[config.mk]
export PLATFORM = sky130hd
export DESIGN_NAME = array_double_ended_queue
export DESIGN_NICKNAME = d
export VERILOG_FILES = /design/src/sv/adq_pkg.sv /design/src/sv/adq_ctrl.sv /design/src/sv/adq_datapath.sv /design/src/sv/array_double_ended_queue.sv
export SDC_FILE = /design/constraint.sdc
export NUM_CORES = 2
export LEC_CHECK = 0
export BUFFER_PORTS_ARGS = -buffer_cell sky130_fd_sc_hd__buf_2
export CAP_MARGIN = 30
export CORE_MARGIN = 5
export CORE_UTILIZATION = 50
export CTS_CLUSTER_DIAMETER = 80
export CTS_CLUSTER_SIZE = 25
export DETAILED_ROUTE_END_ITERATION = 8
export MAX_ROUTING_LAYER = met4
export PLACE_DENSITY_LB_ADDON = 0.05
export SYNTH_ARGS = -nofsm -noshare
export SYNTH_HDL_FRONTEND = slang
export SYNTH_SLANG_ARGS = --single-unit
export TNS_END_PERCENT = 30
[constraint.sdc]
create_clock -name clk_i -period 6.7 [get_ports clk_i]
set_input_delay 0.335 -clock clk_i [delete_from_list [all_inputs] [get_ports clk_i]]
set_output_delay 0.335 -clock clk_i [all_outputs]
set_load 0.02 [all_outputs]
[src/sv/adq_pkg.sv]
`default_nettype none
// ----------------------------------------------------------------------------
// adq_pkg: shared types and constants of the array double-ended queue
// Field widths, mode and status codes, and the controller command bundle.
// ----------------------------------------------------------------------------
package adq_pkg;

  localparam int MODE_W   = 3;
  localparam int DATA_W   = 32;
  localparam int STATUS_W = 2;
  localparam int CAP_W    = 7;

  localparam logic [CAP_W-1:0] CAP_RESET = 7'd64;

  typedef enum logic [MODE_W-1:0] {
    MODE_PUSH_FRONT = 3'd0,
    MODE_PUSH_REAR  = 3'd1,
    MODE_POP_FRONT  = 3'd2,
    MODE_POP_REAR   = 3'd3,
    MODE_PEEK_FRONT = 3'd4,
    MODE_PEEK_REAR  = 3'd5
  } mode_e;

  typedef enum logic [STATUS_W-1:0] {
    STATUS_DONE    = 2'd0,
    STATUS_REFUSED = 2'd1,
    STATUS_EMPTY   = 2'd2
  } status_e;

  // Commands from the controller to the datapath.
  typedef struct packed {
    logic load;  // capture item, start slot read
    logic exec;  // apply operation, load result registers
  } adq_cmd_t;

endpackage : adq_pkg
`default_nettype wire

[src/sv/adq_ctrl.sv]
`default_nettype none
// ----------------------------------------------------------------------------
// adq_ctrl: sequencing state machine of the double-ended queue
// Takes one item, runs it through the datapath, and holds the result until
// the downstream side takes it.
// ----------------------------------------------------------------------------
module adq_ctrl
  import adq_pkg::*;
(
  input  wire logic     clk_i,
  input  wire logic     rst_ni,
  input  wire logic     in_valid_i,
  input  wire logic     out_stall_i,
  output logic          in_stall_o,
  output logic          out_valid_o,
  output adq_cmd_t      cmd_o
);

  localparam logic [1:0] S_IDLE = 2'd0;
  localparam logic [1:0] S_EXEC = 2'd1;
  localparam logic [1:0] S_OUT  = 2'd2;

  logic [1:0] state_q, state_d;

  always_comb begin
    state_d    = state_q;
    cmd_o.load = 1'b0;
    cmd_o.exec = 1'b0;
    unique case (state_q)
      S_IDLE: begin
        if (in_valid_i) begin
          cmd_o.load = 1'b1;
          state_d    = S_EXEC;
        end
      end
      S_EXEC: begin
        cmd_o.exec = 1'b1;
        state_d    = S_OUT;
      end
      S_OUT: begin
        if (!out_stall_i) state_d = S_IDLE;
      end
      default: state_d = S_IDLE;
    endcase
  end

  always_ff @(posedge clk_i or negedge rst_ni) begin
    if (!rst_ni) begin
      state_q <= S_IDLE;
    end else begin
      state_q <= state_d;
    end
  end

  assign in_stall_o  = (state_q != S_IDLE);
  assign out_valid_o = (state_q == S_OUT);

endmodule : adq_ctrl
`default_nettype wire

[src/sv/adq_datapath.sv]
`default_nettype none
// ----------------------------------------------------------------------------
// adq_datapath: slot memory, indices and result registers
// Holds the linear slot array, head and tail indices, the empty flag and the
// capacity register, and works out each operation's result.
// ----------------------------------------------------------------------------
module adq_datapath
  import adq_pkg::*;
#(
  parameter int DEPTH = 64
) (
  input  wire logic                clk_i,
  input  wire logic                rst_ni,
  input  wire adq_cmd_t            cmd_i,
  input  wire logic                cfg_we_i,
  input  wire logic [CAP_W-1:0]    cfg_wdata_i,
  input  wire logic [MODE_W-1:0]   mode_i,
  input  wire logic [DATA_W-1:0]   data_in_i,
  output logic [DATA_W-1:0]        data_out_o,
  output logic [STATUS_W-1:0]      status_o,
  output logic                     empty_now_o,
  output logic                     full_now_o
);

  localparam int IW = (DEPTH > 1) ? $clog2(DEPTH) : 1;
  localparam int CW = (IW + 1 > CAP_W) ? IW + 1 : CAP_W;

  logic [DATA_W-1:0] mem [DEPTH];

  logic [CAP_W-1:0]  cap_q;
  logic [IW-1:0]     head_q, head_d;
  logic [IW-1:0]     tail_q, tail_d;
  logic              empty_q, empty_d;
  mode_e             mode_q;
  logic [DATA_W-1:0] din_q;
  logic [DATA_W-1:0] rdata_q;

  logic [IW-1:0]     raddr;
  logic [IW-1:0]     waddr;
  logic              wen;
  logic [CW-1:0]     eff_cap;
  logic              full_cur;
  logic [DATA_W-1:0] dout;
  status_e           status;

  function automatic logic is_full(logic [CW-1:0] cap, logic emp, logic [IW-1:0] tail);
    logic res;
    if (cap == '0)    res = 1'b1;
    else if (emp)     res = 1'b0;
    else              res = ((CW'(tail) + CW'(1)) >= cap);
    return res;
  endfunction

  assign eff_cap = (CW'(cap_q) > CW'(DEPTH)) ? CW'(DEPTH) : CW'(cap_q);
  assign full_cur = is_full(eff_cap, empty_q, tail_q);

  // Front modes read at the head, everything else at the tail.
  assign raddr = (mode_i == MODE_POP_FRONT || mode_i == MODE_PEEK_FRONT) ? head_q : tail_q;

  always_comb begin
    head_d  = head_q;
    tail_d  = tail_q;
    empty_d = empty_q;
    wen     = 1'b0;
    waddr   = '0;
    dout    = '0;
    status  = STATUS_DONE;
    unique case (mode_q)
      MODE_PUSH_FRONT: begin
        if (full_cur || (!empty_q && head_q == '0)) begin
          status = STATUS_REFUSED;
        end else begin
          wen = 1'b1;
          if (empty_q) begin
            head_d  = '0;
            tail_d  = '0;
            empty_d = 1'b0;
          end else begin
            head_d = head_q - IW'(1);
            waddr  = head_q - IW'(1);
          end
        end
      end
      MODE_PUSH_REAR: begin
        if (full_cur) begin
          status = STATUS_REFUSED;
        end else begin
          wen = 1'b1;
          if (empty_q) begin
            head_d  = '0;
            tail_d  = '0;
            empty_d = 1'b0;
          end else begin
            tail_d = tail_q + IW'(1);
            waddr  = tail_q + IW'(1);
          end
        end
      end
      MODE_POP_FRONT, MODE_POP_REAR: begin
        if (empty_q) begin
          status = STATUS_EMPTY;
        end else begin
          dout = rdata_q;
          // Last entry gone: restart both indices at slot zero.
          if (head_q == tail_q) begin
            head_d  = '0;
            tail_d  = '0;
            empty_d = 1'b1;
          end else if (mode_q == MODE_POP_FRONT) begin
            head_d = head_q + IW'(1);
          end else begin
            tail_d = tail_q - IW'(1);
          end
        end
      end
      MODE_PEEK_FRONT, MODE_PEEK_REAR: begin
        if (empty_q) status = STATUS_EMPTY;
        else         dout   = rdata_q;
      end
      default: ;
    endcase
  end

  always_ff @(posedge clk_i) begin
    if (cmd_i.load) begin
      rdata_q <= mem[raddr];
    end
    if (cmd_i.exec && wen) begin
      mem[waddr] <= din_q;
    end
  end

  always_ff @(posedge clk_i) begin
    if (cmd_i.load) begin
      mode_q <= mode_e'(mode_i);
      din_q  <= data_in_i;
    end
    if (cmd_i.exec) begin
      data_out_o  <= dout;
      status_o    <= status;
      empty_now_o <= empty_d;
      full_now_o  <= is_full(eff_cap, empty_d, tail_d);
    end
  end

  always_ff @(posedge clk_i or negedge rst_ni) begin
    if (!rst_ni) begin
      cap_q   <= CAP_RESET;
      head_q  <= '0;
      tail_q  <= '0;
      empty_q <= 1'b1;
    end else begin
      if (cfg_we_i) cap_q <= cfg_wdata_i;
      if (cmd_i.exec) begin
        head_q  <= head_d;
        tail_q  <= tail_d;
        empty_q <= empty_d;
      end
    end
  end

endmodule : adq_datapath
`default_nettype wire

[src/sv/array_double_ended_queue.sv]
`default_nettype none
// ----------------------------------------------------------------------------
// array_double_ended_queue: double-ended queue in a linear slot array
// Push, pop and peek at either end; one result per item with data, status
// and empty/full flags.
// ----------------------------------------------------------------------------
//  channel  | handshake                 | payload
//  ---------+---------------------------+-----------------------------------
//  input    | in_valid_i / in_stall_o   | mode_i, data_in_i
//  output   | out_valid_o / out_stall_i | data_out_o, status_o, empty_now_o,
//           |                           | full_now_o
//  config   | cfg_we_i                  | cfg_wdata_i (capacity)
//
//  Each item runs in order: the accepting edge starts the registered slot
//  memory read, the EXEC state applies the operation and loads the result
//  registers, and the OUT state then offers the result until it is taken.
//  The next item is accepted in the cycle after the result is taken.
//  A stalled result holds in the output register and blocks new items.
//  Reset clears the indices, marks the queue empty and sets capacity to 64;
//  slot contents are not cleared.
// ----------------------------------------------------------------------------
module array_double_ended_queue
  import adq_pkg::*;
#(
  parameter int DEPTH = 64
) (
  input  wire logic                       clk_i,
  input  wire logic                       rst_ni,
  input  wire logic                       cfg_we_i,
  input  wire logic [CAP_W-1:0]           cfg_wdata_i,
  input  wire logic                       in_valid_i,
  output logic                            in_stall_o,
  input  wire logic [MODE_W-1:0]          mode_i,
  input  wire logic signed [DATA_W-1:0]   data_in_i,
  output logic                            out_valid_o,
  input  wire logic                       out_stall_i,
  output logic signed [DATA_W-1:0]        data_out_o,
  output logic [STATUS_W-1:0]             status_o,
  output logic                            empty_now_o,
  output logic                            full_now_o
);

  adq_cmd_t          cmd;
  logic [DATA_W-1:0] dout;

  adq_ctrl u_ctrl (
    .clk_i       (clk_i),
    .rst_ni      (rst_ni),
    .in_valid_i  (in_valid_i),
    .out_stall_i (out_stall_i),
    .in_stall_o  (in_stall_o),
    .out_valid_o (out_valid_o),
    .cmd_o       (cmd)
  );

  adq_datapath #(
    .DEPTH (DEPTH)
  ) u_datapath (
    .clk_i       (clk_i),
    .rst_ni      (rst_ni),
    .cmd_i       (cmd),
    .cfg_we_i    (cfg_we_i),
    .cfg_wdata_i (cfg_wdata_i),
    .mode_i      (mode_i),
    .data_in_i   (data_in_i),
    .data_out_o  (dout),
    .status_o    (status_o),
    .empty_now_o (empty_now_o),
    .full_now_o  (full_now_o)
  );

  assign data_out_o = $signed(dout);

endmodule : array_double_ended_queue
`default_nettype wire

# Yosys cells after proc, flatten, opt, wreduce, memory -nomap -nowiden
# Memory sizes are Yosys's and may differ from the RTL's. A register that Yosys moved wholly into a read port is not among the register bits.
# Cells that the tools add are included.
# word_totals
rom_bits	0
input_bits	47
output_inout_bits	38
latchBits	0
mem_count	1
ram_bits	2048
word_cells	99
ff_bits	93
# op_classes
bitwise_logic	1
n_eq_ne	17
shifts	0
n_addsub	6
n_mul	0
div_mod_pow	0
n_mux	44
n_reduce_logical	16
magnitude_cmp	3
# mem_list
name	words	width	rd	rd_clocked_by_memory_dff	wr	line	source
u_datapath.mem	64	32	1	1	1	adq_datapath.sv:28	logic [DATA_W-1:0] mem [DEPTH];
# op_table
op	count
two-way mux 6 bit	17
case mux 6 bit (3 select lines)	2
two-way mux 1 bit	16
adder 6 x 1 -> 7 bit (second input constant)	2
>= comparator 7 bit	2
adder 6 x 1 -> 6 bit (second input constant)	2
case mux 2 bit (3 select lines)	2
case mux 6 bit (2 select lines)	1
subtractor 6 x 1 -> 6 bit (second input constant)	2
inequality test 2 bit (second input constant)	5
== test 3 x 2 -> 1 bit (second input constant)	3
== test 3 bit (second input constant)	3
greater-than comparator 7 bit (second input constant)	1
logical NOT 7 bit	1
two-way mux 7 bit	1
AND reduction 7 bit	1
== test 6 bit	1
logical NOT 6 bit	1
two-way mux 2 bit	3
OR reduction 2 bit	2
OR reduction 4 bit	1
== test 3 x 1 -> 1 bit (second input constant)	1
logical NOT 3 bit	1
inequality test 3 x 1 -> 1 bit (second input constant)	1
other kinds (13)	15

# Longest topological paths before layout
# logic_depth
depth_word	11
ltp_mapped	20
mapped_depth_nobuf	18

# Hierarchy
# From an unflattened synthesis, not the netlist that was laid out.
# unflattened
cells_unflattened	5193
hier_area_um2	85215.5
# by_module_without_submodules
module	seq_area_each_um2	instances	area_each_um2	cells_each
adq_datapath	65094.9	1	85120.4	5183
adq_ctrl	50.0	1	95.1	10

# Worst setup path after synthesis
# No wires, ideal clock.
# synth_path
kind	reg-to-reg
start	register u_datapath.tail_q[2]
end	memory u_datapath.mem[44][0] (enable)
t_required_ps	6279
synth_period_minus_slack_ps	5220
setup_ps	421
setup_slack_ps	1480
n_path_buf	2
arrival_ps	4799
stages_incl_launch_ff	14
cell_sequence	dfrtp_1 -> buf_1 -> nand3_1 -> xnor2_1 -> ha_1 -> a211o_1 -> a221o_1 -> a21oi_1 -> clkbuf_1 -> o2bb2ai_1 -> or4_1 -> nor2b_1 -> nand2_1 -> nor2_1
# synth_between
elab_chain_cells	10
elab_cells_between_ends	16
classes_between	2 x add/sub; 1 x order compare; 11 x mux; 2 x reduce/logical
# synth_lines
element	line	source
start: declaration	adq_datapath.sv:32	logic [IW-1:0] tail_q, tail_d;
start signal: assignment	adq_datapath.sv:156	tail_q <= tail_d;
adder 6 x 1 -> 7 bit	adq_datapath.sv:50	else res = ((CW'(tail) + CW'(1)) >= cap);
>= comparator 7 bit	adq_datapath.sv:50	
two-way mux 1 bit	adq_datapath.sv:49	else if (emp) res = 1'b0;
two-way mux 1 bit	adq_datapath.sv:48	if (cap == '0) res = 1'b1;
logical OR 1 bit	adq_datapath.sv:70	if (full_cur || (!empty_q && head_q == '0)) begin
two-way mux 1 bit	adq_datapath.sv:70	
case mux 1 bit (2 select lines)	adq_datapath.sv:68	unique case (mode_q)
logical AND 1 bit	adq_datapath.sv:128	if (cmd_i.exec && wen) begin
two-way mux 1 bit	adq_datapath.sv:128	
two-way mux 1 bit (not written as such)	adq_datapath.sv:129	mem[waddr] <= din_q;
end: declaration	adq_datapath.sv:28	
# Several ways; a longest one is shown, not always the timed one.

# Worst setup path in the final report
# layout_path
start	register u_datapath.tail_q[1]
end	memory u_datapath.mem[54][13] (enable)
# The elaborated chain is that of the path after synthesis.

==> flow_metrics.env <==
export IMPL_outcome="completed"
export IMPL_irDropWorstVdd_mv=0.2626
export IMPL_wl_per_cell_um=35.47
export IMPL_synth_xor_area_frac=0.002342
export IMPL_die_area_mm2=0.1782
export IMPL_rows=151
export IMPL_grt_max_degree=84
export IMPL_clock_sinks=2173
export IMPL_end_kind="flip-flop"
export IMPL_synth_most_common_cell="edfxtp_1"
export IMPL_p_leak_nw=30.46
export IMPL_synth_top_family_by_area="simple AND/OR/NAND/NOR gates"
export IMPL_synth_distinct_cells=84
export IMPL_dr_pass1_iters=6
export IMPL_ys_seq_area_frac=0.7669
export IMPL_finalHoldViolCount=0
export IMPL_setup_viol=0
export IMPL_synthTopCellsByCount="edfxtp_1 (2151), nand2_1 (821), mux4_2 (243), nand3_1 (204), and3_1 (168)"
export IMPL_async_reset_ff_frac=0.01012
export IMPL_tritoncts="done"
export IMPL_pwr_share_seq=0.455
export IMPL_hold_class="in -> async"
export IMPL_drtIter0Drc=7164
export IMPL_synth_compound_area_frac=0.05558
export IMPL_holdBufCountCts=53
export IMPL_synth_edf_count=2151
export IMPL_rsz0062_at_grt="no"
export IMPL_antenna_found_initial=21
export IMPL_worstMarginPinSlew_ps=1060
export IMPL_cp_arrival_ps=6410
export IMPL_max_freq_ghz=0.1669
export IMPL_p_sw_frac=0.3470
export IMPL_dp_hpwl_mm=161.5
export IMPL_cts_setup_buffers=0
export IMPL_layout_drive_gt1_share=0.1724
export IMPL_areaGrowthSynthToFinish_pct=11.28
export IMPL_grt_pass1_wl_mm=372.1
export IMPL_drt_total_wl_mm=268.0
export IMPL_clk_latency_ps=810
export IMPL_ys_flop_type="edfxtp_1"
export IMPL_syn_nets=5100
export IMPL_grt_util_all_layers=0.3065
export IMPL_syn_cell_area_mm2=0.08494
export IMPL_post_route_util=0.5590
export IMPL_portBuffers=84
export IMPL_vias_per_cell=6.435
export IMPL_critPathLaunchType="flip-flop"
export IMPL_fin_nets=5307
export IMPL_yosys_area_top_type="edfxtp_1"
export IMPL_holdWs_ps=76.04
export IMPL_dr_total_vias=48625
export IMPL_cts_resized=0
export IMPL_cts_inserted_buffers=121
export IMPL_final_design_area_no_fill_mm2=0.09452
export IMPL_ios=85
export IMPL_pwr_share_clk=0.246
export IMPL_min_period_over_period=0.8942
export IMPL_drc=0
export IMPL_period_minus_slack_ps=5991
export IMPL_power_frac_comb=0.299
export IMPL_fin_skew_ps=45.02
export IMPL_cts_buffer_depth=3
export IMPL_synth_fa_ha_area_frac=0.002799
export IMPL_cellInternalPower_mw=23.04
export IMPL_die_h_um=422.2
export IMPL_gp_congestion=0.8471
export IMPL_syn_inst=5034
export IMPL_cp_required_ps=7120
export IMPL_p_sw_mw=12.24
export IMPL_placed_area_mm2=0.08980
export IMPL_synth_top_area_share=0.7604
export IMPL_grt_pass1_vias=45632
export IMPL_relSlewSlack=0.2882
export IMPL_tns_ps=0
export IMPL_overflow=0
export IMPL_h_tree_depth=3
export IMPL_avgSynthCellArea_um2=16.87
export IMPL_yosys_top_cells_area="edfxtp_1 (76%), mux4_2 (6.4%), nand2_1 (3.6%), and3_1 (1.2%), nand3_1 (1.2%)"
export IMPL_yosysWarnings=0
export IMPL_worstSetupPathType="reg -> reg"
export IMPL_clk_pin_slew_worst_paths_ps=90
export IMPL_power_density_mw_per_mm2=373.3
export IMPL_cp_max_fo=24
export IMPL_ys_seq_elements=2173
export IMPL_muxShareOfSynthArea=0.07581
export IMPL_yosys_area_share_simple=0.07847
export IMPL_finalMaxSlewViolations=0
export IMPL_start_util=0.5023
export IMPL_root_buffer="clkbuf_16"
export IMPL_drv_cap=0
export IMPL_die_x_um=422.2
export IMPL_core_area_mm2=0.1691
export IMPL_ant_nets=0
-- cells in the final DEF (no fill, tap or decap), types with 11 or more instances in the layout --
| master | n |
|---|---|
| inv_8 | 14 |
| a22o_1 | 11 |
| mux2_2 | 16 |
| buf_12 | 45 |
| a221oi_1 | 23 |
| edfxtp_1 | 2151 |
| dfrtp_1 | 20 |
| nand2_1 | 819 |
| nor2_2 | 11 |
| o2111ai_1 | 19 |
| nor3_1 | 19 |
| buf_4 | 206 |
| dlygate4sd3_1 | 53 |
| a31oi_1 | 92 |
| mux4_2 | 243 |
| inv_6 | 21 |
| xor2_1 | 11 |
| a211oi_1 | 116 |
| o22ai_1 | 19 |
| a311oi_1 | 29 |
| o211ai_1 | 15 |
| buf_2 | 84 |
| clkinv_4 | 12 |
| or4_1 | 11 |
| nand3_1 | 203 |
| a22oi_1 | 70 |
| or3_1 | 11 |
| nor2_4 | 69 |
| a32oi_1 | 24 |
| o21ai_1 | 15 |
| clkbuf_16 | 124 |
| o21ai_0 | 61 |
| mux2i_1 | 73 |
| and3_1 | 168 |
| a21oi_1 | 108 |
| nor2_1 | 70 |
| nand4_1 | 40 |
| ha_1 | 19 |
-- final cells by class --
| cell class | instances | area [um2] |
|---|---|---|
| clock inverter | 87 | 1055 |
| timing repair buffer | 390 | 3453 |
| fill | 13094 | 74570 |
| tap | 2218 | 2775 |
| multi-input combinational | 2542 | 18910 |
| sequential | 2173 | 65150 |
| inverter | 13 | 48.80 |
| antenna | 3 | 7.507 |
| clock buffer | 130 | 3126 |
-- power by group through the flow --
| stage | clock network [mW] | registers, mW | logic, mW |
|---|---|---|---|
| global placement | 0 | 16.4 | 10.4 |
| finish | 8.67 | 16.1 | 10.5 |
| detailed placement | 0 | 16.4 | 10.5 |
| CTS | 8.80 | 16.1 | 10.5 |
| global route | 9.32 | 16.1 | 11.1 |
| floorplan | 0 | 16.7 | 5.77 |
-- per-layer routing --
metal	wire length, um	share of wire	GRT usage	vias to the layer above
met5	0	0	-	-
met1	111000	0.41	0.4365	25451
met3	23850	0.089	0.05451	365
li1	-	-	-	20297
met2	124600	0.46	0.4642	2512
met4	8603	0.032	0.08209	0
-- final timing paths --
check                                  startpoint  depth (start not counted)  slack, ps                   endpoint
max                          u_datapath.tail_q[1]                         14        710     u_datapath.mem[54][13]
min                                        rst_ni                          2         80        u_datapath.cap_q[4]
max reg2reg                  u_datapath.tail_q[1]                         14        710     u_datapath.mem[54][13]
min reg2reg                u_datapath.rdata_q[31]                          1        550  u_datapath.data_out_o[31]
max in group asynchronous                  rst_ni                          2       6240       u_datapath.head_q[0]
min in group clk_i                  data_in_i[27]                          2        240       u_datapath.din_q[27]
-- metrics by stage --
stage | std cells | worst slack [ps] | total power [mW]
CTS | 7553 | 821.5 | 35.41
floorplan | 5034 | 1480 | 22.45
detailed placement | 7283 | 842.9 | 26.86
finish | 7556 | 708.9 | 35.29
global route | 7556 | 375.7 | 36.51
global placement | 7278 | 822.6 | 26.79
-- registers in the layout, indices dropped and copies added, names as in the netlist, 2 cells and up --
| register | count |
|---|---|
| u_datapath.cap_q | 7 |
| u_ctrl.state_q | 2 |
| u_datapath.status_o | 2 |
| u_datapath.tail_q | 6 |
| u_datapath.head_q | 6 |
| u_datapath.data_out_o | 32 |
| u_datapath.rdata_q | 32 |
| u_datapath.mem | 2048 |
| u_datapath.mode_q | 3 |
| u_datapath.din_q | 32 |
-- critical path: stages (launching register included) --
cell and delay (ps):
dfrtp_1 560, ha_1 330, nand3_1 120, xnor2_1 550, ha_1 370, a211o_1 290
a221o_1 330, a21oi_1 130, buf_4 200, nand4_1 340, or3b_2 560, a2bb2oi_1 440
nand2b_1 580, nor2_4 260, buf_4 480
-- cells by family after synthesis --
kind of cell	after synthesis
flip-flops	2173
AND/OR/NAND/NOR	1485
AO/OA/AOI/OAI	680
multiplexers	337
buffers and inverters	319
XOR/XNOR	21
adder cells (fa/ha/maj)	19
Power figures use the tool's default switching activity.
